$ cat config.mk
export PLATFORM = sky130hd
export DESIGN_NAME = port_idle_auto_off_top
export DESIGN_NICKNAME = d
export VERILOG_FILES = /design/src/rtl/pia_pkg.sv /design/src/rtl/port_idle_auto_off_top.sv /design/src/rtl/pia_cfg_regs.sv /design/src/rtl/pia_port.sv
export SDC_FILE = /design/constraint.sdc
export NUM_CORES = 1
export LEC_CHECK = 0
export BUFFER_PORTS_ARGS = -buffer_cell sky130_fd_sc_hd__buf_2
export CORE_MARGIN = 5
export CORE_UTILIZATION = 45
export CTS_BUF_LIST = sky130_fd_sc_hd__clkbuf_16
export DETAILED_ROUTE_END_ITERATION = 12
export PLACE_DENSITY = 0.73
export SLEW_MARGIN = 0
export SYNTH_ARGS = -nofsm -noshare
export SYNTH_HDL_FRONTEND = slang
export SYNTH_HIERARCHICAL = 1
export SYNTH_SLANG_ARGS = --single-unit
$ cat constraint.sdc
create_clock -name clk -period 5.3 [get_ports clk]
set_input_delay 0.795 -clock clk [delete_from_list [all_inputs] [get_ports clk]]
set_output_delay 0.795 -clock clk [all_outputs]
set_load 0.02 [all_outputs]
$ cat src/rtl/pia_pkg.sv
// Shared types and constants for the port idle auto-off block.
package pia_pkg;

    localparam int IDLE_W  = 24;
    localparam int POWER_W = 12;
    localparam int RUN_W   = 3;
    localparam int WAIT_W  = 8;
    localparam int MASK_W  = 3;
    localparam int CFG_IDX_W  = 3;
    localparam int CFG_DATA_W = 24;
    localparam int IN_DATA_W  = 48;
    localparam int OUT_DATA_W = 8;

    localparam logic [IDLE_W-1:0] IDLE_MAX  = {IDLE_W{1'b1}};
    localparam logic [WAIT_W-1:0] WAIT_MAX  = {WAIT_W{1'b1}};
    localparam logic [RUN_W-1:0]  RUN_CLEAR = 3'd5;

    // Reset values of the configuration registers.
    localparam logic [IDLE_W-1:0]  IDLE_LIMIT_RST   = 24'd3600;
    localparam logic [MASK_W-1:0]  ENABLE_MASK_RST  = 3'd7;
    localparam logic [POWER_W-1:0] DC_THRESH_RST    = 12'd1;
    localparam logic [POWER_W-1:0] AC_THRESH_RST    = 12'd5;
    localparam logic [WAIT_W-1:0]  FULL_WAIT_RST    = 8'd60;

    // Configuration register indexes.
    localparam logic [CFG_IDX_W-1:0] CFG_USB_IDLE_LIMIT = 3'd0;
    localparam logic [CFG_IDX_W-1:0] CFG_DC_IDLE_LIMIT  = 3'd1;
    localparam logic [CFG_IDX_W-1:0] CFG_AC_IDLE_LIMIT  = 3'd2;
    localparam logic [CFG_IDX_W-1:0] CFG_ENABLE_MASK    = 3'd3;
    localparam logic [CFG_IDX_W-1:0] CFG_DC_THRESHOLD   = 3'd4;
    localparam logic [CFG_IDX_W-1:0] CFG_AC_THRESHOLD   = 3'd5;
    localparam logic [CFG_IDX_W-1:0] CFG_FULL_WAIT      = 3'd6;

    // Bits of the enable mask.
    localparam int EN_USB = 0;
    localparam int EN_DC  = 1;
    localparam int EN_AC  = 2;

    typedef struct packed {
        logic [IDLE_W-1:0]  usb_idle_limit;
        logic [IDLE_W-1:0]  dc_idle_limit;
        logic [IDLE_W-1:0]  ac_idle_limit;
        logic [MASK_W-1:0]  timeout_enable_mask;
        logic [POWER_W-1:0] dc_load_threshold;
        logic [POWER_W-1:0] ac_load_threshold;
        logic [WAIT_W-1:0]  full_wait_limit;
    } pia_cfg_t;

    typedef struct packed {
        logic               active;
        logic               enabled;
        logic [POWER_W-1:0] power;
        logic [POWER_W-1:0] threshold;
        logic [IDLE_W-1:0]  limit;
    } pia_port_in_t;

    typedef struct packed {
        logic               config_mode;
        logic               pack_full;
        logic               other_wake;
        logic               pv_charging;
        logic               ac_charging;
        logic               ac_active;
        logic               dc_active;
        logic               usb_active;
        logic [POWER_W-1:0] ac_power;
        logic [POWER_W-1:0] dc_power;
        logic [POWER_W-1:0] usb_power;
    } pia_item_t;

    typedef struct packed {
        logic sleep_request;
        logic clear_inverter;
        logic ac_off;
        logic dc_off;
        logic usb_off;
    } pia_result_t;

endpackage

$ cat src/rtl/port_idle_auto_off_top.sv
// An accepted item waits in the input register; its result is then registered into
// the result register on m_tdata, and a stall at m_tready can come between.
// Throughput: one item per cycle when m_tready does not stall; an input register
// and a result register part the two sides; all port counters update together.
// Config writes take effect at the edge of the write.
// Reset (rst_n low, asynchronous) clears all counters, empties both
// registers and loads the configuration defaults.
module port_idle_auto_off_top (
    input  logic                             clk,
    input  logic                             rst_n,
    input  logic                             s_tvalid,
    output logic                             s_tready,
    // usb_power[11:0], dc_power[23:12], ac_power[35:24], usb_active[36],
    // dc_active[37], ac_active[38], ac_charging[39], pv_charging[40],
    // other_wake[41], pack_full[42], config_mode[43], zero fill[47:44]
    input  logic [pia_pkg::IN_DATA_W-1:0]    s_tdata,
    output logic                             m_tvalid,
    input  logic                             m_tready,
    // usb_off[0], dc_off[1], ac_off[2], clear_inverter[3],
    // sleep_request[4], zero fill[7:5]
    output logic [pia_pkg::OUT_DATA_W-1:0]   m_tdata,
    input  logic                             cfg_valid,
    output logic                             cfg_ready,
    input  logic [pia_pkg::CFG_IDX_W-1:0]    cfg_index,
    input  logic [pia_pkg::CFG_DATA_W-1:0]   cfg_data
);
    import pia_pkg::*;

    pia_cfg_t     cfg;
    pia_item_t    in_item_reg;
    logic         in_valid_reg;
    pia_result_t  out_res_reg;
    pia_result_t  res_next;
    logic         out_valid_reg;
    logic         advance;
    logic         step;
    pia_port_in_t usb_in;
    pia_port_in_t dc_in;
    pia_port_in_t ac_in;
    logic         usb_off;
    logic         dc_off;
    logic         ac_off;
    logic [WAIT_W-1:0] wait_reg;
    logic [WAIT_W-1:0] wait_next;
    logic [WAIT_W-1:0] wait_inc;
    logic         charge_only;
    logic         sleep;

    pia_cfg_regs u_cfg (
        .clk       (clk),
        .rst_n     (rst_n),
        .cfg_valid (cfg_valid),
        .cfg_ready (cfg_ready),
        .cfg_index (cfg_index),
        .cfg_data  (cfg_data),
        .cfg       (cfg)
    );

    assign advance  = in_valid_reg && (!out_valid_reg || m_tready);
    assign s_tready = !in_valid_reg || advance;
    assign step     = advance && !in_item_reg.config_mode;

    always_ff @(posedge clk or negedge rst_n)
    begin
        if (!rst_n)
        begin
            in_valid_reg <= 1'b0;
        end
        else if (s_tready)
        begin
            in_valid_reg <= s_tvalid;
        end
    end

    always_ff @(posedge clk)
    begin
        if (s_tready && s_tvalid)
        begin
            in_item_reg <= pia_item_t'(s_tdata[$bits(pia_item_t)-1:0]);
        end
    end

    assign usb_in = '{active:    in_item_reg.usb_active,
                      enabled:   cfg.timeout_enable_mask[EN_USB],
                      power:     in_item_reg.usb_power,
                      threshold: cfg.dc_load_threshold,
                      limit:     cfg.usb_idle_limit};
    assign dc_in  = '{active:    in_item_reg.dc_active,
                      enabled:   cfg.timeout_enable_mask[EN_DC],
                      power:     in_item_reg.dc_power,
                      threshold: cfg.dc_load_threshold,
                      limit:     cfg.dc_idle_limit};
    assign ac_in  = '{active:    in_item_reg.ac_active,
                      enabled:   cfg.timeout_enable_mask[EN_AC],
                      power:     in_item_reg.ac_power,
                      threshold: cfg.ac_load_threshold,
                      limit:     cfg.ac_idle_limit};

    pia_port u_usb (.clk(clk), .rst_n(rst_n), .step(step), .port_in(usb_in), .off(usb_off));
    pia_port u_dc  (.clk(clk), .rst_n(rst_n), .step(step), .port_in(dc_in),  .off(dc_off));
    pia_port u_ac  (.clk(clk), .rst_n(rst_n), .step(step), .port_in(ac_in),  .off(ac_off));

    // The charge-only test sees the ports as they stand after this item's
    // switch-offs.
    assign charge_only = (in_item_reg.ac_charging || in_item_reg.pv_charging)
                       && !(in_item_reg.usb_active && !usb_off)
                       && !(in_item_reg.dc_active && !dc_off)
                       && !(in_item_reg.ac_active && !ac_off)
                       && !in_item_reg.other_wake
                       && in_item_reg.pack_full;

    assign wait_inc  = (wait_reg == WAIT_MAX) ? wait_reg : wait_reg + 1'b1;
    assign wait_next = charge_only ? wait_inc : '0;
    assign sleep     = step && charge_only && (wait_inc > cfg.full_wait_limit);

    always_ff @(posedge clk or negedge rst_n)
    begin
        if (!rst_n)
        begin
            wait_reg <= '0;
        end
        else if (step)
        begin
            wait_reg <= wait_next;
        end
    end

    always_comb
    begin
        res_next.usb_off        = usb_off;
        res_next.dc_off         = dc_off;
        res_next.ac_off         = ac_off;
        res_next.clear_inverter = ac_off && !in_item_reg.ac_charging;
        res_next.sleep_request  = sleep;
    end

    always_ff @(posedge clk or negedge rst_n)
    begin
        if (!rst_n)
        begin
            out_valid_reg <= 1'b0;
        end
        else if (advance)
        begin
            out_valid_reg <= 1'b1;
        end
        else if (m_tready)
        begin
            out_valid_reg <= 1'b0;
        end
    end

    always_ff @(posedge clk)
    begin
        if (advance)
        begin
            out_res_reg <= res_next;
        end
    end

    assign m_tvalid = out_valid_reg;
    assign m_tdata  = {{(OUT_DATA_W - $bits(pia_result_t)){1'b0}}, out_res_reg};

    // An inverter clear only ever comes with an ac switch-off.
    assert property (@(posedge clk) disable iff (!rst_n)
        (m_tvalid && out_res_reg.clear_inverter) |-> out_res_reg.ac_off)
        else $error("clear_inverter without ac_off");

    // A shown sleep request matches the wait count that it left behind.
    assert property (@(posedge clk) disable iff (!rst_n)
        (m_tvalid && out_res_reg.sleep_request) |-> (wait_reg > cfg.full_wait_limit))
        else $error("sleep_request with wait count not past limit");

    // The input side stalls only when both registers are full and blocked.
    assert property (@(posedge clk) disable iff (!rst_n)
        !s_tready |-> (in_valid_reg && out_valid_reg && !m_tready))
        else $error("input stalled without a blocked result");

endmodule

$ cat src/rtl/pia_cfg_regs.sv
// Configuration register file written through the config channel.
module pia_cfg_regs (
    input  logic                            clk,
    input  logic                            rst_n,
    input  logic                            cfg_valid,
    output logic                            cfg_ready,
    input  logic [pia_pkg::CFG_IDX_W-1:0]   cfg_index,
    input  logic [pia_pkg::CFG_DATA_W-1:0]  cfg_data,
    output pia_pkg::pia_cfg_t               cfg
);
    import pia_pkg::*;

    pia_cfg_t cfg_reg;
    pia_cfg_t cfg_next;

    assign cfg_ready = 1'b1;
    assign cfg      = cfg_reg;

    always_comb
    begin
        cfg_next = cfg_reg;
        if (cfg_valid)
        begin
            unique case (cfg_index)
                CFG_USB_IDLE_LIMIT: cfg_next.usb_idle_limit = cfg_data[IDLE_W-1:0];
                CFG_DC_IDLE_LIMIT:  cfg_next.dc_idle_limit  = cfg_data[IDLE_W-1:0];
                CFG_AC_IDLE_LIMIT:  cfg_next.ac_idle_limit  = cfg_data[IDLE_W-1:0];
                CFG_ENABLE_MASK:    cfg_next.timeout_enable_mask = cfg_data[MASK_W-1:0];
                CFG_DC_THRESHOLD:   cfg_next.dc_load_threshold = cfg_data[POWER_W-1:0];
                CFG_AC_THRESHOLD:   cfg_next.ac_load_threshold = cfg_data[POWER_W-1:0];
                CFG_FULL_WAIT:      cfg_next.full_wait_limit = cfg_data[WAIT_W-1:0];
                default:            cfg_next = cfg_reg;
            endcase
        end
    end

    always_ff @(posedge clk or negedge rst_n)
    begin
        if (!rst_n)
        begin
            cfg_reg.usb_idle_limit      <= IDLE_LIMIT_RST;
            cfg_reg.dc_idle_limit       <= IDLE_LIMIT_RST;
            cfg_reg.ac_idle_limit       <= IDLE_LIMIT_RST;
            cfg_reg.timeout_enable_mask <= ENABLE_MASK_RST;
            cfg_reg.dc_load_threshold   <= DC_THRESH_RST;
            cfg_reg.ac_load_threshold   <= AC_THRESH_RST;
            cfg_reg.full_wait_limit     <= FULL_WAIT_RST;
        end
        else
        begin
            cfg_reg <= cfg_next;
        end
    end

endmodule

$ cat src/rtl/pia_port.sv
// Idle and load-run counters for one output port.
module pia_port (
    input  logic                  clk,
    input  logic                  rst_n,
    input  logic                  step,
    input  pia_pkg::pia_port_in_t port_in,
    output logic                  off
);
    import pia_pkg::*;

    logic [RUN_W-1:0]  run_reg;
    logic [RUN_W-1:0]  run_next;
    logic [IDLE_W-1:0] idle_reg;
    logic [IDLE_W-1:0] idle_next;
    logic [IDLE_W-1:0] idle_inc;
    logic              timeout;

    assign idle_inc = (idle_reg == IDLE_MAX) ? idle_reg : idle_reg + 1'b1;

    always_comb
    begin
        run_next  = run_reg;
        idle_next = idle_reg;
        timeout   = 1'b0;
        priority if (!port_in.active || !port_in.enabled)
        begin
            run_next  = '0;
            idle_next = '0;
        end
        else if (port_in.power >= port_in.threshold)
        begin
            // Six loaded items in a row clear the idle count.
            if (run_reg >= RUN_CLEAR)
            begin
                run_next  = '0;
                idle_next = '0;
            end
            else
            begin
                run_next = run_reg + 1'b1;
            end
        end
        else
        begin
            run_next = '0;
            if (idle_inc > port_in.limit)
            begin
                idle_next = '0;
                timeout   = 1'b1;
            end
            else
            begin
                idle_next = idle_inc;
            end
        end
    end

    assign off = step && timeout;

    always_ff @(posedge clk or negedge rst_n)
    begin
        if (!rst_n)
        begin
            run_reg  <= '0;
            idle_reg <= '0;
        end
        else if (step)
        begin
            run_reg  <= run_next;
            idle_reg <= idle_next;
        end
    end

endmodule

**Word-level counts from Yosys, hierarchy flattened**

Cells that the tools add are included.

- Flip-flop bits (word level): 247
- Input bits: 80
- Output and inout bits: 11
- Word-level logic and storage cells: 151

- Add/sub/neg operators: 7
- Magnitude comparators: 10
- Equal/unequal tests: 13
- Mux-type cells: 37
- Reductions and logical operators: 52

Operators by type and width:

| operator | count |
|---|---|
| 2-to-1 mux 24 bit | 15 |
| adder 24 x 1 -> 24 bit, second input constant | 3 |
| equality test 24 bit, second input constant | 3 |
| greater-than comparator 24 bit | 3 |
| greater-or-equal comparator 12 bit | 3 |
| 2-to-1 mux 3 bit | 9 |
| AND reduction 2 bit | 10 |
| logical AND 1 bit | 17 |
| logical NOT 1 bit | 17 |
| 2-to-1 mux 8 bit | 2 |
| 2-to-1 mux 1 bit | 11 |
| adder 3 x 1 -> 3 bit, second input constant | 3 |
| equality test 3 bit, second input constant | 3 |
| greater-or-equal comparator 3 bit, second input constant | 3 |
| != test 3 x 2 -> 1 bit, second input constant | 3 |
| adder 8 x 1 -> 8 bit, second input constant | 1 |
| equality test 8 bit, second input constant | 1 |
| greater-than comparator 8 bit | 1 |
| equality test 3 x 2 -> 1 bit, second input constant | 2 |
| logical OR 1 bit | 6 |
| equality test 3 x 1 -> 1 bit, second input constant | 1 |
| logical NOT 3 bit | 1 |
| nonzero test 2 bit | 1 |

**Depth between registers and ports, before layout**

- Depth in word-level cells: 17
- Gate-level depth with buffers: 20
- Mapped depth without buffers: 18

**Cells and area by module**

Netlist, hierarchy kept.

Modules (own cells, without submodules):

| module | instances | cells an instance | area an instance (µm²) | sequential area each (µm²) |
|---|---|---|---|---|
| pia_port at u_ac ... | 2 | 333 | 2761.4 | 675.6 |
| pia_cfg_regs | 1 | 233 | 4093.9 | 2705.1 |
| pia_port at u_dc | 1 | 340 | 2817.7 | 675.6 |
| port_idle_auto_off_top | 1 | 171 | 2468.6 | 1721.7 |

**Least setup slack after synthesis**

OpenSTA, ideal clock, no wires.

- Path type: flip-flop to flip-flop
- From: register u_dc.idle_reg[1]
- To: register out_res_reg (netlist bit m_tdata[4]) (data pin)
- Setup time: 0.150 ns
- Arrival time: 4.015 ns
- Data required time: 5.150 ns
- Path slack: 1.135 ns
- Cell stages (with the launch flop): 20
- Buffers on the path: 2
- Period minus slack after synthesis: 4.165 ns
- Cell sequence: dfrtp_1 ha_1 nand4_2 or2_1 or3_1 buf_2 nand4_1 xor2_1 inv_1 ha_1 a41o_1 a21oi_1 o41ai_1 or4_1 and4_1 inv_1 a221oi_2 clkbuf_4 nand2_2 nor3_2

RTL lines:

| item | RTL line | text |
|---|---|---|
| from (decl) | pia_port.sv:13 | `logic [IDLE_W-1:0] idle_reg;` |
| from (signal assigned) | pia_port.sv:70 | `idle_reg <= idle_next;` |
| to (signal assigned) | port_idle_auto_off_top.sv:157 | `out_res_reg <= res_next;` |
| to (decl) | port_idle_auto_off_top.sv:32 | `pia_result_t out_res_reg;` |

==> run metrics <==
sequential fraction of the synthesis area 43.30%; site row count 66; vias 10790; P&R area growth vs syn 11.99%; DR WL met2 15480 um; n_diodes 0; Num CTS Buffers 28; fin crit period 4858 ps; # Max-Cap Violations 0; design area 16690 um2; startpoint types flip-flop; Final Setup Violations 0; Post-synth EDFFs 49; hold buffers post-CTS 0; Placer Congestion 0.8491; met3 wire length 1431 um; Initial DRC Count 656; final setup margin 441.8 ps; RSZ-0062 raised after global routing false; max FFs per register 107; DRT antenna net count 0; maximum vdd drop 313.2 uV; CP Data Arrival Time 5270 ps; Yosys top cell by area dfrtp_1; largest net degree at the start of global routing 110; Root Buffer clkbuf_16; area share of the largest cell type after synthesis 29.55%; f_max 0.2058 GHz; Clock Power Share 37.5%; combinational group share of total power 17.9%; Pins Over Slew Limit 0; dpl ws 464.1 ps; Routed wire per std cell 16.68 um; fraction of registers with async set/reset 80.16%; period utilization 91.66%; Pleak 7.649 nW; fin util 51.17%; die span in x 192.0 um; final clock skew 26.26 ps; clock tree buffer depth 3; top area cells in the synthesized netlist dfrtp_1 30%, ha_1 11%, edfxtp_1 9.9%; Clock Latency Late Sink 570 ps; full die area 36860 um2; initial antenna violation count 0; Vias/cell 5.508; share of cells above drive strength 1 20.44%; Slew headroom 39.26%; P per Cell Area 311.9 nW/um2; Worst-path clk slew 60 ps; run status finished, final reports clean; Synth cell types 91; Multi-input gate area 7667 um2; post-placement cell area 15750 um2; first-pass GRT wire length 54080 um; Avg Cell Area, Syn 10.57 um2; Initial Util 45.69%; Slew @ Worst Pin 911.2 ps; Placeable Area 32620 um2; Synth Flop Type dfrtp_1; switching part of the total 28.01%; I/O pin count 91; FILL cells 2878; sw power 1.458 mW; Crit. End Element flip-flop; TritonCTS clock tree yes; gr usage total 17.90%; post-cts resize count 0; Worst Path Required 5710 ps; Die Ht 192.0 um; post-layout power 5.205 mW; crit path max fanout 15; final hold viol count 0; CP Class flip-flop to flip-flop; Nets 1701; cell count after synthesis 1410; port bufs 82; synthesis-stage register bit count 247; synth warn 6; post-route DRC violation count 0; Post-CTS Setup Bufs 0; setup TNS 0 ps; count leader, synth dfrtp_1; mapped cell area 14900 um2; DRT Wirelength 32690 um; Internal 3.747 mW; # H-tree levels 1; metal1 wirelength 14910 um; Top Metal Used met4; Flop pwr share 44.6%; DP Wirelength 23940 um; Tightest Hold Check Type input pin to async pin; register area 6454 um2; clock sink count 247; Synth top cells by count 176 x dfrtp_1, 145 x nand2_1, 144 x inv_1; number of global-route vias before repair 10849; total global routing overflow 0; Pre-Repair DR Iteration Count 5
## through the flow
| step | cells | hold WS [ps] |
|---|---|---|
| floorplan | 1412 | 458.1 |
| global placement | 1907 | 467.2 |
| detailed placement | 1907 | 474.7 |
| CTS | 1959 | 380.6 |
| global route | 1959 | 391.3 |
| finish | 1959 | 338.1 |
## final timing paths
kind	slack [ps]	from	depth (start not counted)	end
worst min-delay path	340	rst_n	1	u_ac/idle_reg[3]
worst max register to register	440	u_usb/idle_reg[0]	19	m_tdata[4]
max in group asynchronous	3660	rst_n	2	u_usb/run_reg[2]
min in group clk	400	s_tdata[22]	1	dc_in[46]
worst min register to register	490	u_cfg/cfg[43]	1	u_cfg/cfg[43]
worst max-delay path	440	u_usb/idle_reg[0]	19	m_tdata[4]
## layer usage
metal	up-vias	GRT usage, %
met2	245	30.13
met3	61	2.581
met5	-	0
li1	5236	-
met1	5248	24.47
met4	0	4.498
## logic make-up (layout without fill, tap and decap cells)
family / Yosys count / count (layout) / share of synthesized area (%)
compound gates: 255 / 255 / 12.47
xor+xnor: 55 / 55 / 3.232
other cells: 2 / 4 / 0.05039
simple gates: 419 / 419 / 15.96
buf+inv: 189 / 294 / 5.625
fa+ha+maj: 126 / 126 / 10.58
mux: 117 / 117 / 8.782
flops: 247 / 247 / 43.30
## power groups by stage
stage / Combinational (mW) / Clock (mW) / Sequential (mW)
final: 0.929 / 1.95 / 2.32
after CTS: 0.937 / 2.00 / 2.32
after detailed placement: 0.928 / 0 / 2.36
after global placement: 0.874 / 0 / 2.34
after floorplan: 0.677 / 0 / 2.32
after global routing: 1.06 / 2.07 / 2.35
## area by class of cell
type                            instances  area share [%]
Timing Repair Buffer                   96           3.141
Clock buffer                           28           4.198
Multi-Input combinational cell        976           45.94
Inverter                              146           3.291
Clock inverter                         24           1.447
Tap cell                              442           3.314
Sequential cell                       247           38.67
## placed cells by master (no fill, tap or decap), types with 9 or more instances in the layout
master / netlist / layout
a211oi_1: 9 / 9
a21o_1: 18 / 18
a21oi_1: 47 / 47
a22o_1: 22 / 22
a31oi_1: 10 / 10
and3_1: 11 / 11
buf_2: 16 / 81
buf_4: 5 / 14
clkbuf_16: 0 / 28
dfrtp_1: 176 / 176
dfstp_2: 22 / 22
edfxtp_1: 49 / 49
ha_1: 126 / 126
inv_1: 144 / 150
mux2_1: 32 / 32
mux2_2: 78 / 78
nand2_1: 145 / 145
nand2b_1: 12 / 12
nand3_1: 44 / 44
nand4_1: 37 / 37
nor2_1: 64 / 64
nor3_1: 14 / 14
o211ai_1: 13 / 13
o21a_1: 10 / 10
o21ai_0: 25 / 25
o21ai_1: 21 / 21
o31ai_1: 19 / 19
or3_1: 14 / 14
xnor2_1: 36 / 36
xor2_1: 19 / 19
## critical path, cell delays in order, from the launching register on
cell	delay, ps
dfrtp_1	440
ha_1	230
nand4_1	190
or2_1	360
o21ai_2	400
or3_1	180
xor2_1	190
inv_1	70
ha_1	320
nand4_4	140
nor3_1	210
a22oi_1	110
o211ai_1	260
a21oi_1	100
nor3_1	440
clkinv_2	170
a2111oi_4	360
buf_4	250
nand2_2	90
nor3_2	190
Note: power is estimated with default switching activity, not from simulation.
